[src/sv/csvt_pkg.sv]
// ----------------------------------------------------------------------------
// csvt_pkg
// Shared types, register indexes and state encodings for the CSV tokenizer.
// ----------------------------------------------------------------------------
package csvt_pkg;

  // Dialect limits and widths
  localparam int unsigned MAX_DELIMITER_BYTES = 4;
  localparam int unsigned TOK_STATE_COUNT     = 19;
  localparam int unsigned STATE_CODE_W        = 5;
  localparam int unsigned CFG_INDEX_W         = 3;
  localparam int unsigned CFG_DATA_W          = 32;
  localparam int unsigned DLEN_W              = 3;

  // Special characters
  localparam logic [7:0] CH_CR  = 8'h0D;
  localparam logic [7:0] CH_LF  = 8'h0A;
  localparam logic [7:0] CH_SP  = 8'h20;
  localparam logic [7:0] CH_NUL = 8'h00;

  // Configuration register indexes
  localparam logic [CFG_INDEX_W-1:0] CFG_DELIM_BYTES = 3'd0;
  localparam logic [CFG_INDEX_W-1:0] CFG_DELIM_LEN   = 3'd1;
  localparam logic [CFG_INDEX_W-1:0] CFG_QUOTE       = 3'd2;
  localparam logic [CFG_INDEX_W-1:0] CFG_ESCAPE      = 3'd3;
  localparam logic [CFG_INDEX_W-1:0] CFG_COMMENT     = 3'd4;
  localparam logic [CFG_INDEX_W-1:0] CFG_CRLF        = 3'd5;
  localparam logic [CFG_INDEX_W-1:0] CFG_STRICT      = 3'd6;

  // Register reset values
  localparam logic [CFG_DATA_W-1:0] RST_DELIM_BYTES = 32'd44;
  localparam logic [DLEN_W-1:0]     RST_DELIM_LEN   = 3'd1;
  localparam logic [7:0]            RST_QUOTE       = 8'd34;
  localparam logic [7:0]            RST_ESCAPE      = 8'd0;
  localparam logic [7:0]            RST_COMMENT     = 8'd0;
  localparam logic                  RST_CRLF        = 1'b0;
  localparam logic                  RST_STRICT      = 1'b1;

  // Tokenizer states, one-hot
  typedef enum logic [TOK_STATE_COUNT-1:0] {
    ST_STANDARD         = 19'h00001,
    ST_DELIMITER        = 19'h00002,
    ST_DELIM_FIRST      = 19'h00004,
    ST_DELIM_SECOND     = 19'h00008,
    ST_DELIM_THIRD      = 19'h00010,
    ST_RECORD_SEP       = 19'h00020,
    ST_CARRIAGE_RETURN  = 19'h00040,
    ST_QUOTED           = 19'h00080,
    ST_UNQUOTED         = 19'h00100,
    ST_ESCAPE           = 19'h00200,
    ST_INVALID          = 19'h00400,
    ST_NOT_SET          = 19'h00800,
    ST_QUOTED_NEWLINE   = 19'h01000,
    ST_EMPTY_SPACE      = 19'h02000,
    ST_COMMENT          = 19'h04000,
    ST_STD_NEWLINE      = 19'h08000,
    ST_UNQUOTED_ESCAPE  = 19'h10000,
    ST_ESCAPED_RETURN   = 19'h20000,
    ST_MAYBE_QUOTED     = 19'h40000
  } tok_state_t;

  // Decoded dialect, derived from the configuration registers
  typedef struct packed {
    logic [7:0] d0;
    logic [7:0] d1;
    logic [7:0] d2;
    logic [7:0] d3;
    logic [DLEN_W-1:0] len;
    logic [7:0] q;
    logic [7:0] e;
    logic [7:0] c;
    logic       crlf;
    logic       strict;
    logic       ue;
    logic       qe;
    logic       qnz;
    logic       cnz;
    logic       d0_not_sp;
    logic       unq_sp_ok;
    tok_state_t dt;
    tok_state_t crt;
  } dialect_t;

  // Skip flags of one byte
  typedef struct packed {
    logic standard;
    logic quoted;
    logic comment;
  } skip_flags_t;

  // Dense state number seen on the result port
  function automatic logic [STATE_CODE_W-1:0] state_code(input tok_state_t s);
    logic [STATE_CODE_W-1:0] code;
    unique case (s)
      ST_STANDARD:        code = 5'd0;
      ST_DELIMITER:       code = 5'd1;
      ST_DELIM_FIRST:     code = 5'd2;
      ST_DELIM_SECOND:    code = 5'd3;
      ST_DELIM_THIRD:     code = 5'd4;
      ST_RECORD_SEP:      code = 5'd5;
      ST_CARRIAGE_RETURN: code = 5'd6;
      ST_QUOTED:          code = 5'd7;
      ST_UNQUOTED:        code = 5'd8;
      ST_ESCAPE:          code = 5'd9;
      ST_INVALID:         code = 5'd10;
      ST_NOT_SET:         code = 5'd11;
      ST_QUOTED_NEWLINE:  code = 5'd12;
      ST_EMPTY_SPACE:     code = 5'd13;
      ST_COMMENT:         code = 5'd14;
      ST_STD_NEWLINE:     code = 5'd15;
      ST_UNQUOTED_ESCAPE: code = 5'd16;
      ST_ESCAPED_RETURN:  code = 5'd17;
      ST_MAYBE_QUOTED:    code = 5'd18;
      default:            code = 5'd11;
    endcase
    return code;
  endfunction

endpackage

[src/sv/csvt_cfg_regs.sv]
// ----------------------------------------------------------------------------
// csvt_cfg_regs
// Dialect configuration registers and the decoded dialect they imply.
// ----------------------------------------------------------------------------
module csvt_cfg_regs
  import csvt_pkg::*;
(
  input  logic                   clk,
  input  logic                   rst_n,
  input  logic                   cfg_we,
  input  logic [CFG_INDEX_W-1:0] cfg_index,
  input  logic [CFG_DATA_W-1:0]  cfg_wdata,
  output dialect_t               dialect
);

  logic [CFG_DATA_W-1:0] delim_bytes_r;
  logic [DLEN_W-1:0]     delim_len_r;
  logic [7:0]            quote_r;
  logic [7:0]            escape_r;
  logic [7:0]            comment_r;
  logic                  crlf_r;
  logic                  strict_r;
  logic [DLEN_W-1:0]     eff_len;

  // Write the addressed register; unknown indexes are dropped
  always_ff @(posedge clk) begin
    if (!rst_n) begin
      delim_bytes_r <= RST_DELIM_BYTES;
      delim_len_r   <= RST_DELIM_LEN;
      quote_r       <= RST_QUOTE;
      escape_r      <= RST_ESCAPE;
      comment_r     <= RST_COMMENT;
      crlf_r        <= RST_CRLF;
      strict_r      <= RST_STRICT;
    end else if (cfg_we) begin
      unique case (cfg_index)
        CFG_DELIM_BYTES: delim_bytes_r <= cfg_wdata;
        CFG_DELIM_LEN:   delim_len_r   <= cfg_wdata[DLEN_W-1:0];
        CFG_QUOTE:       quote_r       <= cfg_wdata[7:0];
        CFG_ESCAPE:      escape_r      <= cfg_wdata[7:0];
        CFG_COMMENT:     comment_r     <= cfg_wdata[7:0];
        CFG_CRLF:        crlf_r        <= cfg_wdata[0];
        CFG_STRICT:      strict_r      <= cfg_wdata[0];
        default: ;
      endcase
    end
  end

  // Saturate the delimiter length at the supported maximum
  assign eff_len = (delim_len_r > DLEN_W'(MAX_DELIMITER_BYTES)) ?
                   DLEN_W'(MAX_DELIMITER_BYTES) : delim_len_r;

  // Decode the dialect
  always_comb begin
    dialect.len       = eff_len;
    dialect.d0        = (eff_len != '0) ? delim_bytes_r[7:0] : CH_NUL;
    dialect.d1        = delim_bytes_r[15:8];
    dialect.d2        = delim_bytes_r[23:16];
    dialect.d3        = delim_bytes_r[31:24];
    dialect.q         = quote_r;
    dialect.e         = escape_r;
    dialect.c         = comment_r;
    dialect.crlf      = crlf_r;
    dialect.strict    = strict_r;
    dialect.qe        = (quote_r != escape_r) && (escape_r != CH_NUL);
    dialect.ue        = !strict_r && (quote_r != escape_r) && (escape_r != CH_NUL);
    dialect.qnz       = (quote_r != CH_NUL);
    dialect.cnz       = (comment_r != CH_NUL);
    dialect.d0_not_sp = (dialect.d0 != CH_SP);
    dialect.unq_sp_ok = (dialect.d0 != CH_SP) && (quote_r != CH_SP) &&
                        (escape_r != CH_SP) && (comment_r != CH_SP);
    dialect.dt        = (eff_len > DLEN_W'(1)) ? ST_DELIM_FIRST : ST_DELIMITER;
    dialect.crt       = crlf_r ? ST_CARRIAGE_RETURN : ST_RECORD_SEP;
  end

endmodule

[src/sv/csvt_next_state.sv]
// ----------------------------------------------------------------------------
// csvt_next_state
// Transition and skip-flag logic: one byte and the current state in, the
// next state and the three skip flags out. Later rules override earlier ones.
// ----------------------------------------------------------------------------
module csvt_next_state
  import csvt_pkg::*;
(
  input  tok_state_t  state_in,
  input  logic [7:0]  byte_in,
  input  dialect_t    dialect,
  output tok_state_t  nxt_state,
  output skip_flags_t skip
);

  logic m_d0, m_d1, m_d2, m_d3, m_lf, m_cr, m_sp, m_q, m_e, m_c;

  // Byte comparators
  always_comb begin
    m_d0 = (byte_in == dialect.d0);
    m_d1 = (byte_in == dialect.d1);
    m_d2 = (byte_in == dialect.d2);
    m_d3 = (byte_in == dialect.d3);
    m_lf = (byte_in == CH_LF);
    m_cr = (byte_in == CH_CR);
    m_sp = (byte_in == CH_SP);
    m_q  = (byte_in == dialect.q);
    m_e  = (byte_in == dialect.e);
    m_c  = (byte_in == dialect.c);
  end

  // Skip flags
  always_comb begin
    skip.standard = !(m_d0 || m_lf || m_cr || m_c || (dialect.ue && m_e));
    skip.quoted   = !(m_q || m_e || m_lf || m_cr);
    skip.comment  = !(m_lf || m_cr);
  end

  // Transition rules, applied in order per state
  always_comb begin
    tok_state_t v;
    v = ST_STANDARD;
    unique case (state_in)
      ST_STANDARD, ST_INVALID, ST_STD_NEWLINE: begin
        v = ST_STANDARD;
        if (m_d0) v = dialect.dt;
        if (dialect.crlf) begin
          if (m_cr) v = ST_CARRIAGE_RETURN;
          if (m_lf) begin
            if (state_in == ST_STD_NEWLINE) v = ST_STANDARD;
            else v = dialect.strict ? ST_INVALID : ST_RECORD_SEP;
          end
        end else begin
          if (m_cr || m_lf) v = ST_RECORD_SEP;
        end
        if (dialect.cnz && m_c) v = ST_COMMENT;
        if (dialect.ue && m_e)  v = ST_UNQUOTED_ESCAPE;
      end
      ST_DELIMITER: begin
        v = ST_STANDARD;
        if (dialect.qnz && m_q)       v = ST_QUOTED;
        if (dialect.d0_not_sp && m_sp) v = ST_EMPTY_SPACE;
        if (m_d0) v = dialect.dt;
        if (m_lf) v = ST_RECORD_SEP;
        if (m_cr) v = dialect.crt;
        if (dialect.cnz && m_c) v = ST_COMMENT;
        if (dialect.ue && m_e)  v = ST_UNQUOTED_ESCAPE;
      end
      ST_DELIM_FIRST: begin
        v = ST_STANDARD;
        if (m_d0) v = dialect.dt;
        if (m_lf) v = ST_RECORD_SEP;
        if (m_cr) v = dialect.crt;
        if (dialect.len == DLEN_W'(2) && m_d1) v = ST_DELIMITER;
        if ((dialect.len == DLEN_W'(3) || dialect.len == DLEN_W'(4)) && m_d1) begin
          v = ST_DELIM_SECOND;
        end
      end
      ST_DELIM_SECOND: begin
        v = ST_STANDARD;
        if (m_d0) v = dialect.dt;
        if (m_lf) v = ST_RECORD_SEP;
        if (m_cr) v = dialect.crt;
        if (dialect.len == DLEN_W'(3)) begin
          if (dialect.d0 == dialect.d1 && m_d1) v = ST_DELIM_SECOND;
          if (m_d2) v = ST_DELIMITER;
        end
        if (dialect.len == DLEN_W'(4) && m_d2) v = ST_DELIM_THIRD;
      end
      ST_DELIM_THIRD: begin
        v = ST_STANDARD;
        if (m_d0) v = dialect.dt;
        if (m_lf) v = ST_RECORD_SEP;
        if (m_cr) v = dialect.crt;
        if (dialect.len == DLEN_W'(4)) begin
          if (dialect.d0 == dialect.d2 && m_d1) v = ST_DELIM_SECOND;
          if (dialect.d0 == dialect.d1 && dialect.d1 == dialect.d2 && m_d1) begin
            v = ST_DELIM_THIRD;
          end
          if (m_d3) v = ST_DELIMITER;
        end
      end
      ST_RECORD_SEP, ST_EMPTY_SPACE: begin
        v = ST_STANDARD;
        if (m_d0) v = dialect.dt;
        if (m_lf) v = ST_RECORD_SEP;
        if (m_cr) v = dialect.crt;
        if (dialect.qnz && m_q) v = ST_QUOTED;
        if (state_in == ST_RECORD_SEP && dialect.d0_not_sp && m_sp) begin
          v = ST_EMPTY_SPACE;
        end
        if (dialect.cnz && m_c) v = ST_COMMENT;
        if (dialect.ue && m_e)  v = ST_UNQUOTED_ESCAPE;
      end
      ST_CARRIAGE_RETURN: begin
        v = ST_STANDARD;
        if (m_lf) v = ST_RECORD_SEP;
        if (m_cr) v = ST_CARRIAGE_RETURN;
        if (dialect.qnz && m_q)        v = ST_QUOTED;
        if (dialect.d0_not_sp && m_sp) v = ST_EMPTY_SPACE;
        if (dialect.cnz && m_c)        v = ST_COMMENT;
        if (dialect.ue && m_e)         v = ST_UNQUOTED_ESCAPE;
      end
      ST_QUOTED: begin
        v = ST_QUOTED;
        if (m_q)          v = ST_UNQUOTED;
        if (m_lf || m_cr) v = ST_QUOTED_NEWLINE;
        if (dialect.qe && m_e) v = ST_ESCAPE;
      end
      ST_UNQUOTED: begin
        v = dialect.strict ? ST_INVALID : ST_UNQUOTED;
        if (m_lf) v = ST_RECORD_SEP;
        if (m_cr) v = dialect.crt;
        if (m_d0) v = dialect.dt;
        if (dialect.q == dialect.e && m_q) v = ST_QUOTED;
        if (!dialect.strict && m_q) begin
          v = (dialect.e == CH_NUL) ? ST_MAYBE_QUOTED : ST_QUOTED;
        end
        if (dialect.cnz && m_c)        v = ST_COMMENT;
        if (dialect.unq_sp_ok && m_sp) v = ST_UNQUOTED;
      end
      ST_QUOTED_NEWLINE: begin
        v = ST_QUOTED;
        if (m_q) v = ST_UNQUOTED;
        if (dialect.qe && m_e) v = ST_ESCAPE;
      end
      ST_ESCAPE: begin
        v = ST_QUOTED;
      end
      ST_COMMENT: begin
        v = ST_COMMENT;
        if (m_lf) v = ST_RECORD_SEP;
        if (m_cr) v = dialect.crt;
      end
      ST_UNQUOTED_ESCAPE: begin
        v = ST_STANDARD;
        if (dialect.ue && dialect.crlf && m_cr) v = ST_ESCAPED_RETURN;
      end
      ST_ESCAPED_RETURN: begin
        v = ST_STANDARD;
        if (dialect.ue) begin
          if (m_d0) v = ST_DELIMITER;
          if (m_cr) v = dialect.crt;
          if (dialect.cnz && m_c) v = ST_COMMENT;
          if (m_e)  v = ST_UNQUOTED_ESCAPE;
        end
      end
      ST_MAYBE_QUOTED: begin
        v = ST_QUOTED;
        if (m_q)  v = ST_MAYBE_QUOTED;
        if (m_lf) v = ST_RECORD_SEP;
        if (m_cr) v = dialect.crt;
        if (m_d0) v = dialect.dt;
      end
      default: begin
        // Not set, and any code outside the state set, steps as not set
        v = ST_STANDARD;
        if (m_d0) v = dialect.dt;
        if (m_lf) v = ST_RECORD_SEP;
        if (m_cr) v = dialect.crt;
        if (dialect.qnz && m_q)        v = ST_QUOTED;
        if (dialect.d0_not_sp && m_sp) v = ST_EMPTY_SPACE;
        if (dialect.cnz && m_c)        v = ST_COMMENT;
        if (dialect.ue && m_e)         v = ST_UNQUOTED_ESCAPE;
      end
    endcase
    nxt_state = v;
  end

endmodule

[src/sv/csv_dialect_tokenizer_fsm_core.sv]
// ----------------------------------------------------------------------------
// csv_dialect_tokenizer_fsm_core
// Byte-at-a-time CSV tokenizer state machine with a configurable dialect.
// ----------------------------------------------------------------------------
// Each accepted byte yields one result: the tokenizer state after the byte
// plus skip flags for the standard, quoted and comment states. The block
// takes one byte per cycle while the result register is free or drained; an
// accepted byte is registered, runs through the transition comparators and
// its result is loaded into the result register, from which it transfers
// while out_ready holds. The tokenizer state register sits inside the loop
// through the comparators. The state resets to NOT_SET and is kept across
// configuration writes; a write is seen by the next byte to be stepped. A
// write must be made only while the block is idle; it is not enforced.
// ----------------------------------------------------------------------------
module csv_dialect_tokenizer_fsm_core
  import csvt_pkg::*;
(
  input  logic                    clk,
  input  logic                    rst_n,
  // Byte input
  input  logic                    in_valid,
  output logic                    in_ready,
  input  logic [7:0]              in_byte,
  // Result output
  output logic                    out_valid,
  input  logic                    out_ready,
  output logic [STATE_CODE_W-1:0] out_next_state,
  output logic                    out_skip_in_standard,
  output logic                    out_skip_in_quoted,
  output logic                    out_skip_in_comment,
  // Configuration
  input  logic                    cfg_we,
  input  logic [CFG_INDEX_W-1:0]  cfg_index,
  input  logic [CFG_DATA_W-1:0]   cfg_wdata
);

  dialect_t    dialect;
  logic [7:0]  byte_r;
  logic        byte_vld_r;
  tok_state_t  state_r;
  tok_state_t  state_nxt;
  skip_flags_t skip_nxt;
  logic        out_valid_r;
  logic [STATE_CODE_W-1:0] out_state_r;
  skip_flags_t out_skip_r;
  logic        advance;
  logic        in_xfer;

  csvt_cfg_regs u_cfg (
    .clk       (clk),
    .rst_n     (rst_n),
    .cfg_we    (cfg_we),
    .cfg_index (cfg_index),
    .cfg_wdata (cfg_wdata),
    .dialect   (dialect)
  );

  csvt_next_state u_ns (
    .state_in  (state_r),
    .byte_in   (byte_r),
    .dialect   (dialect),
    .nxt_state (state_nxt),
    .skip      (skip_nxt)
  );

  // Step the held byte when the result register is free or being drained
  assign advance  = byte_vld_r && (!out_valid_r || out_ready);
  assign in_ready = !byte_vld_r || advance;
  assign in_xfer  = in_valid && in_ready;

  // Input register
  always_ff @(posedge clk) begin
    if (!rst_n) begin
      byte_vld_r <= 1'b0;
    end else if (in_ready) begin
      byte_vld_r <= in_valid;
    end
  end

  always_ff @(posedge clk) begin
    if (in_xfer) begin
      byte_r <= in_byte;
    end
  end

  // Tokenizer state: advance once per stepped byte
  always_ff @(posedge clk) begin
    if (!rst_n) begin
      state_r <= ST_NOT_SET;
    end else if (advance) begin
      state_r <= state_nxt;
    end
  end

  // Result register
  always_ff @(posedge clk) begin
    if (!rst_n) begin
      out_valid_r <= 1'b0;
    end else if (advance) begin
      out_valid_r <= 1'b1;
    end else if (out_ready) begin
      out_valid_r <= 1'b0;
    end
  end

  always_ff @(posedge clk) begin
    if (advance) begin
      out_state_r <= state_code(state_nxt);
      out_skip_r  <= skip_nxt;
    end
  end

  assign out_valid            = out_valid_r;
  assign out_next_state       = out_state_r;
  assign out_skip_in_standard = out_skip_r.standard;
  assign out_skip_in_quoted   = out_skip_r.quoted;
  assign out_skip_in_comment  = out_skip_r.comment;

endmodule

[config.mk]
export PLATFORM = sky130hd
export DESIGN_NAME = csv_dialect_tokenizer_fsm_core
export DESIGN_NICKNAME = d
export VERILOG_FILES = /design/src/sv/csvt_pkg.sv /design/src/sv/csvt_cfg_regs.sv /design/src/sv/csvt_next_state.sv /design/src/sv/csv_dialect_tokenizer_fsm_core.sv
export SDC_FILE = /design/constraint.sdc
export NUM_CORES = 1
export LEC_CHECK = 0
export ABC_AREA = 1
export ABC_CLOCK_PERIOD_IN_PS = 5750
export BUFFER_PORTS_ARGS = -buffer_cell sky130_fd_sc_hd__buf_2
export CORE_MARGIN = 2
export CORE_UTILIZATION = 66
export DETAILED_ROUTE_END_ITERATION = 8
export GPL_ROUTABILITY_DRIVEN = 0
export PLACE_DENSITY_LB_ADDON = 0.2
export SLEW_MARGIN = 0
export SYNTH_ARGS = -nofsm -noshare
export SYNTH_HDL_FRONTEND = slang
export SYNTH_SLANG_ARGS = --single-unit
[constraint.sdc]
create_clock -name clk -period 5.75 [get_ports clk]
set_input_delay 0.2875 -clock clk [delete_from_list [all_inputs] [get_ports clk]]
set_output_delay 0.2875 -clock clk [all_outputs]
set_load 0.02 [all_outputs]
==> results.toml <==
[cells_and_area]
diodes = 0
area_growth_pct = 6.87
layout-drive-gt1-share_pct = 11.8
stdcell_area_sq_um = 7610
fin_nets = 1246

[worst_setup_path]
worstReg2RegStart = "state_r[11]"
path_class = "register to register"
cp.arrival_ns = 3.15
worst_setup_path_start_kind = "register"
cp_num_buf_inv = 0
worstSetupStartpoint = "state_r[11]"
slowest_stage = "nor2_2"
path_cells = "nor2_1 > nand3_2 > nor2_2 > nand4_1 > nand2_1 > nor2_1 > nand2_1 > nor2_1 > nor2_1 > nand2_1 > nand2_1 > nand3_1 > nor2_1 > nand4_1"
slowest_delay_ns = 0.66
worstSetupEndpointType = "register"
crit_fanout = 20
worstPathRequired_ns = 5.88
cp_common_cell = "nor2_1"
critical_path.top_delay_family = "simple AND/OR/NAND/NOR gates"
rrSetupSlack_ns = 2.73

[timing]
timing_hold_violations_final = 0
hold_ws_ns = 0.0638
fmax_ghz = 0.331
max-slew-margin-rel_pct = 40.0
setup_viol = 0
drv_slew = 0
tns_ns = 0
min_period_over_period_pct = 52.5
rsz0062_at_grt = "no"
fin_skew_ns = 0.0125
tightestPinTransition_ns = 0.899
finalCriticalPeriod_ns = 3.02

[yosys]
synth_top_area_share_pct = 22.8
yosys.cell_types.count = 43
syn_area_sq_um = 7120
synth_edf_count = 16
synth_top_area_cell = "dfxtp_1"
ys_warn_count = 0
seq_area_frac_synth_pct = 29.5
synth_nets = 1212
yosys_register_bits = 97
synth_area_leaders = "dfxtp_1 (23%), nand2_1 (15%), nor2_1 (8.4%)"
synth_cells = 1164
synthArstFlopShare_pct = 0
synth_area_per_cell_sq_um = 6.12
yosys_most_used_dff = "dfxtp_1"

[clock_network]
postCtsHoldBufs = 0
post-cts-setup-buffers = 0
cts_buffer_depth = 2
cts.sinks = 97
cts_root_buffer = "clkbuf_8"
numCtsBuffers = 9
ctsResizeCount = 0
htreeDepth = 3
clock_latency_ns = 0.39
cts_tree = "yes"
clkSlewWorstSetupHoldPaths_ns = 0.11

[routing]
dr.pass1.iters = 6
post_drt_wl_per_cell_um = 15.3
wirelength_um = 20500
drc = 0
vias_per_cell = 5.92
vias = 7926
ant_nets = 0
drt_iter0_markers = 1087

[floorplan]
io_pins = 58
start_util_pct = 68.4
placementRows = 37
coreArea_sq_um = 10400
die_h_um = 108
die_area_sq_um = 11600
die_w_um = 108

[placement]
dp_hpwl_um = 15500
postPlaceCellArea_sq_um = 7390
numPortBuffers = 57

[hold_path]
worstHoldStart = "in_byte[7]"
min_path_type = "input port to register"

[global_routing]
grt_pass1_wl_um = 34000
grt_usage_pct = 37.0
grt_pass1_vias = 7152
grt_max_degree = 73
grt-ovfl-total = 0
antenna_found_initial = 0

[power_and_ir_drop]
leakagePower_uw = 0.00357
p_per_area_nw_per_um2 = 201
ir_worst_vdd_v = 0.000267

[job]
drv_cap = 0

[status]
status = "complete, no violations"
-- registers in the layout, indices dropped and copies added (netlist names), 3 cells and up --
name and count:
u_cfg.delim_len_r 3, u_cfg.quote_r 8, u_cfg.escape_r 8, u_cfg.comment_r 8, state_r 18, u_cfg.delim_bytes_r 32
out_next_state 5, byte_r 8
-- worst paths after layout --
| kind | endpoint | cells after the start |
|---|---|---|
| setup / recovery | out_next_state[1] | 14 |
| hold / removal | byte_r[7] | 1 |
| setup reg to reg | out_next_state[1] | 14 |
| hold reg to reg | u_cfg.delim_bytes_r[26] | 2 |
-- power breakdown --
| group | switching (uW) | internal (uW) | total [uW] |
|---|---|---|---|
| sequential | 39.6 | 717 | 757 |
| combinational | 181 | 90.7 | 272 |
| clock | 284 | 215 | 499 |
| total | 505 | 1020 | 1530 |
-- cell families after synthesis --
kind of cell           share of synthesized area [%]
XOR/XNOR                                        3.69
buffers and inverters                           10.8
flip-flops                                      29.5
AO/OA/AOI/OAI                                   11.9
AND/OR/NAND/NOR                                 44.1
-- worst reg2reg max path, cell delays in order, from the launching register on --
cell and delay (ns):
dfxtp_1 0.33, nor2_1 0.16, nand3_2 0.18, nor2_2 0.67, nand4_1 0.39, nand2_1 0.19, nor2_1 0.06, nand2_1 0.06
nor2_1 0.09, nor2_1 0.10, nand2_1 0.09, nand2_1 0.07, nand3_1 0.11, nor2_1 0.18, nand4_1 0.09
-- stage by stage --
| stage | worst slack (ns) | cells | util, % | total power [uW] |
|---|---|---|---|---|
| finish | 2.73 | 1339 | 73.1 | 1530 |
| global placement | 2.98 | 1323 | 70.9 | 1030 |
| CTS | 2.82 | 1339 | 73.1 | 1520 |
| global route | 2.40 | 1339 | 73.1 | 1590 |
| floorplan | 3.61 | 1164 | - | 964 |
| detailed placement | 2.85 | 1323 | 70.9 | 1030 |
-- cell usage after synthesis (7+ instances only) --
cell type    n
nand3_1     95
nor2_2      11
inv_2       17
buf_4        8
inv_1      125
nor2_1     159
nand4_1     50
a21oi_1     58
nand2_1    289
or2_2        7
clkbuf_1    20
dfxtp_1     81
edfxtp_1    16
nand3b_1     7
o21ai_0     81
xnor2_1     27
nand2_2     12
nor3_1      36
-- routing by layer --
layer	vias up	global-route usage [%]	routed length [um]
li1	3861	-	-
met1	3485	52.2	8650
met3	68	8.84	2670
met2	512	54.2	8560
met5	-	0	0
met4	0	14.4	639
-- layout make-up --
type	instances	area (sq um)
Tap cell	136	170
Inverter	147	554
Multi-Input combinational cell	882	4250
Clock inverter	7	96.3
Fill cell	958	2810
Sequential cell	97	2100
Clock buffer	9	124
Timing Repair Buffer	61	315
-- layout by cell type, fill, tap and decap left out, types with 6 or more instances in the layout --
cell,instances
nand4_1,50
nand2_1,289
inv_2,17
inv_1,125
dfxtp_1,81
edfxtp_1,16
nor2_2,11
or2_2,7
xnor2_1,27
nand3_1,95
nand2_2,12
a21oi_1,58
o21ai_1,6
nand3b_1,7
nor3_1,36
buf_2,57
clkbuf_8,9
o21ai_0,81
nor2_4,6
nor2_1,159
No activity file was read; power rests on OpenSTA's default activity.
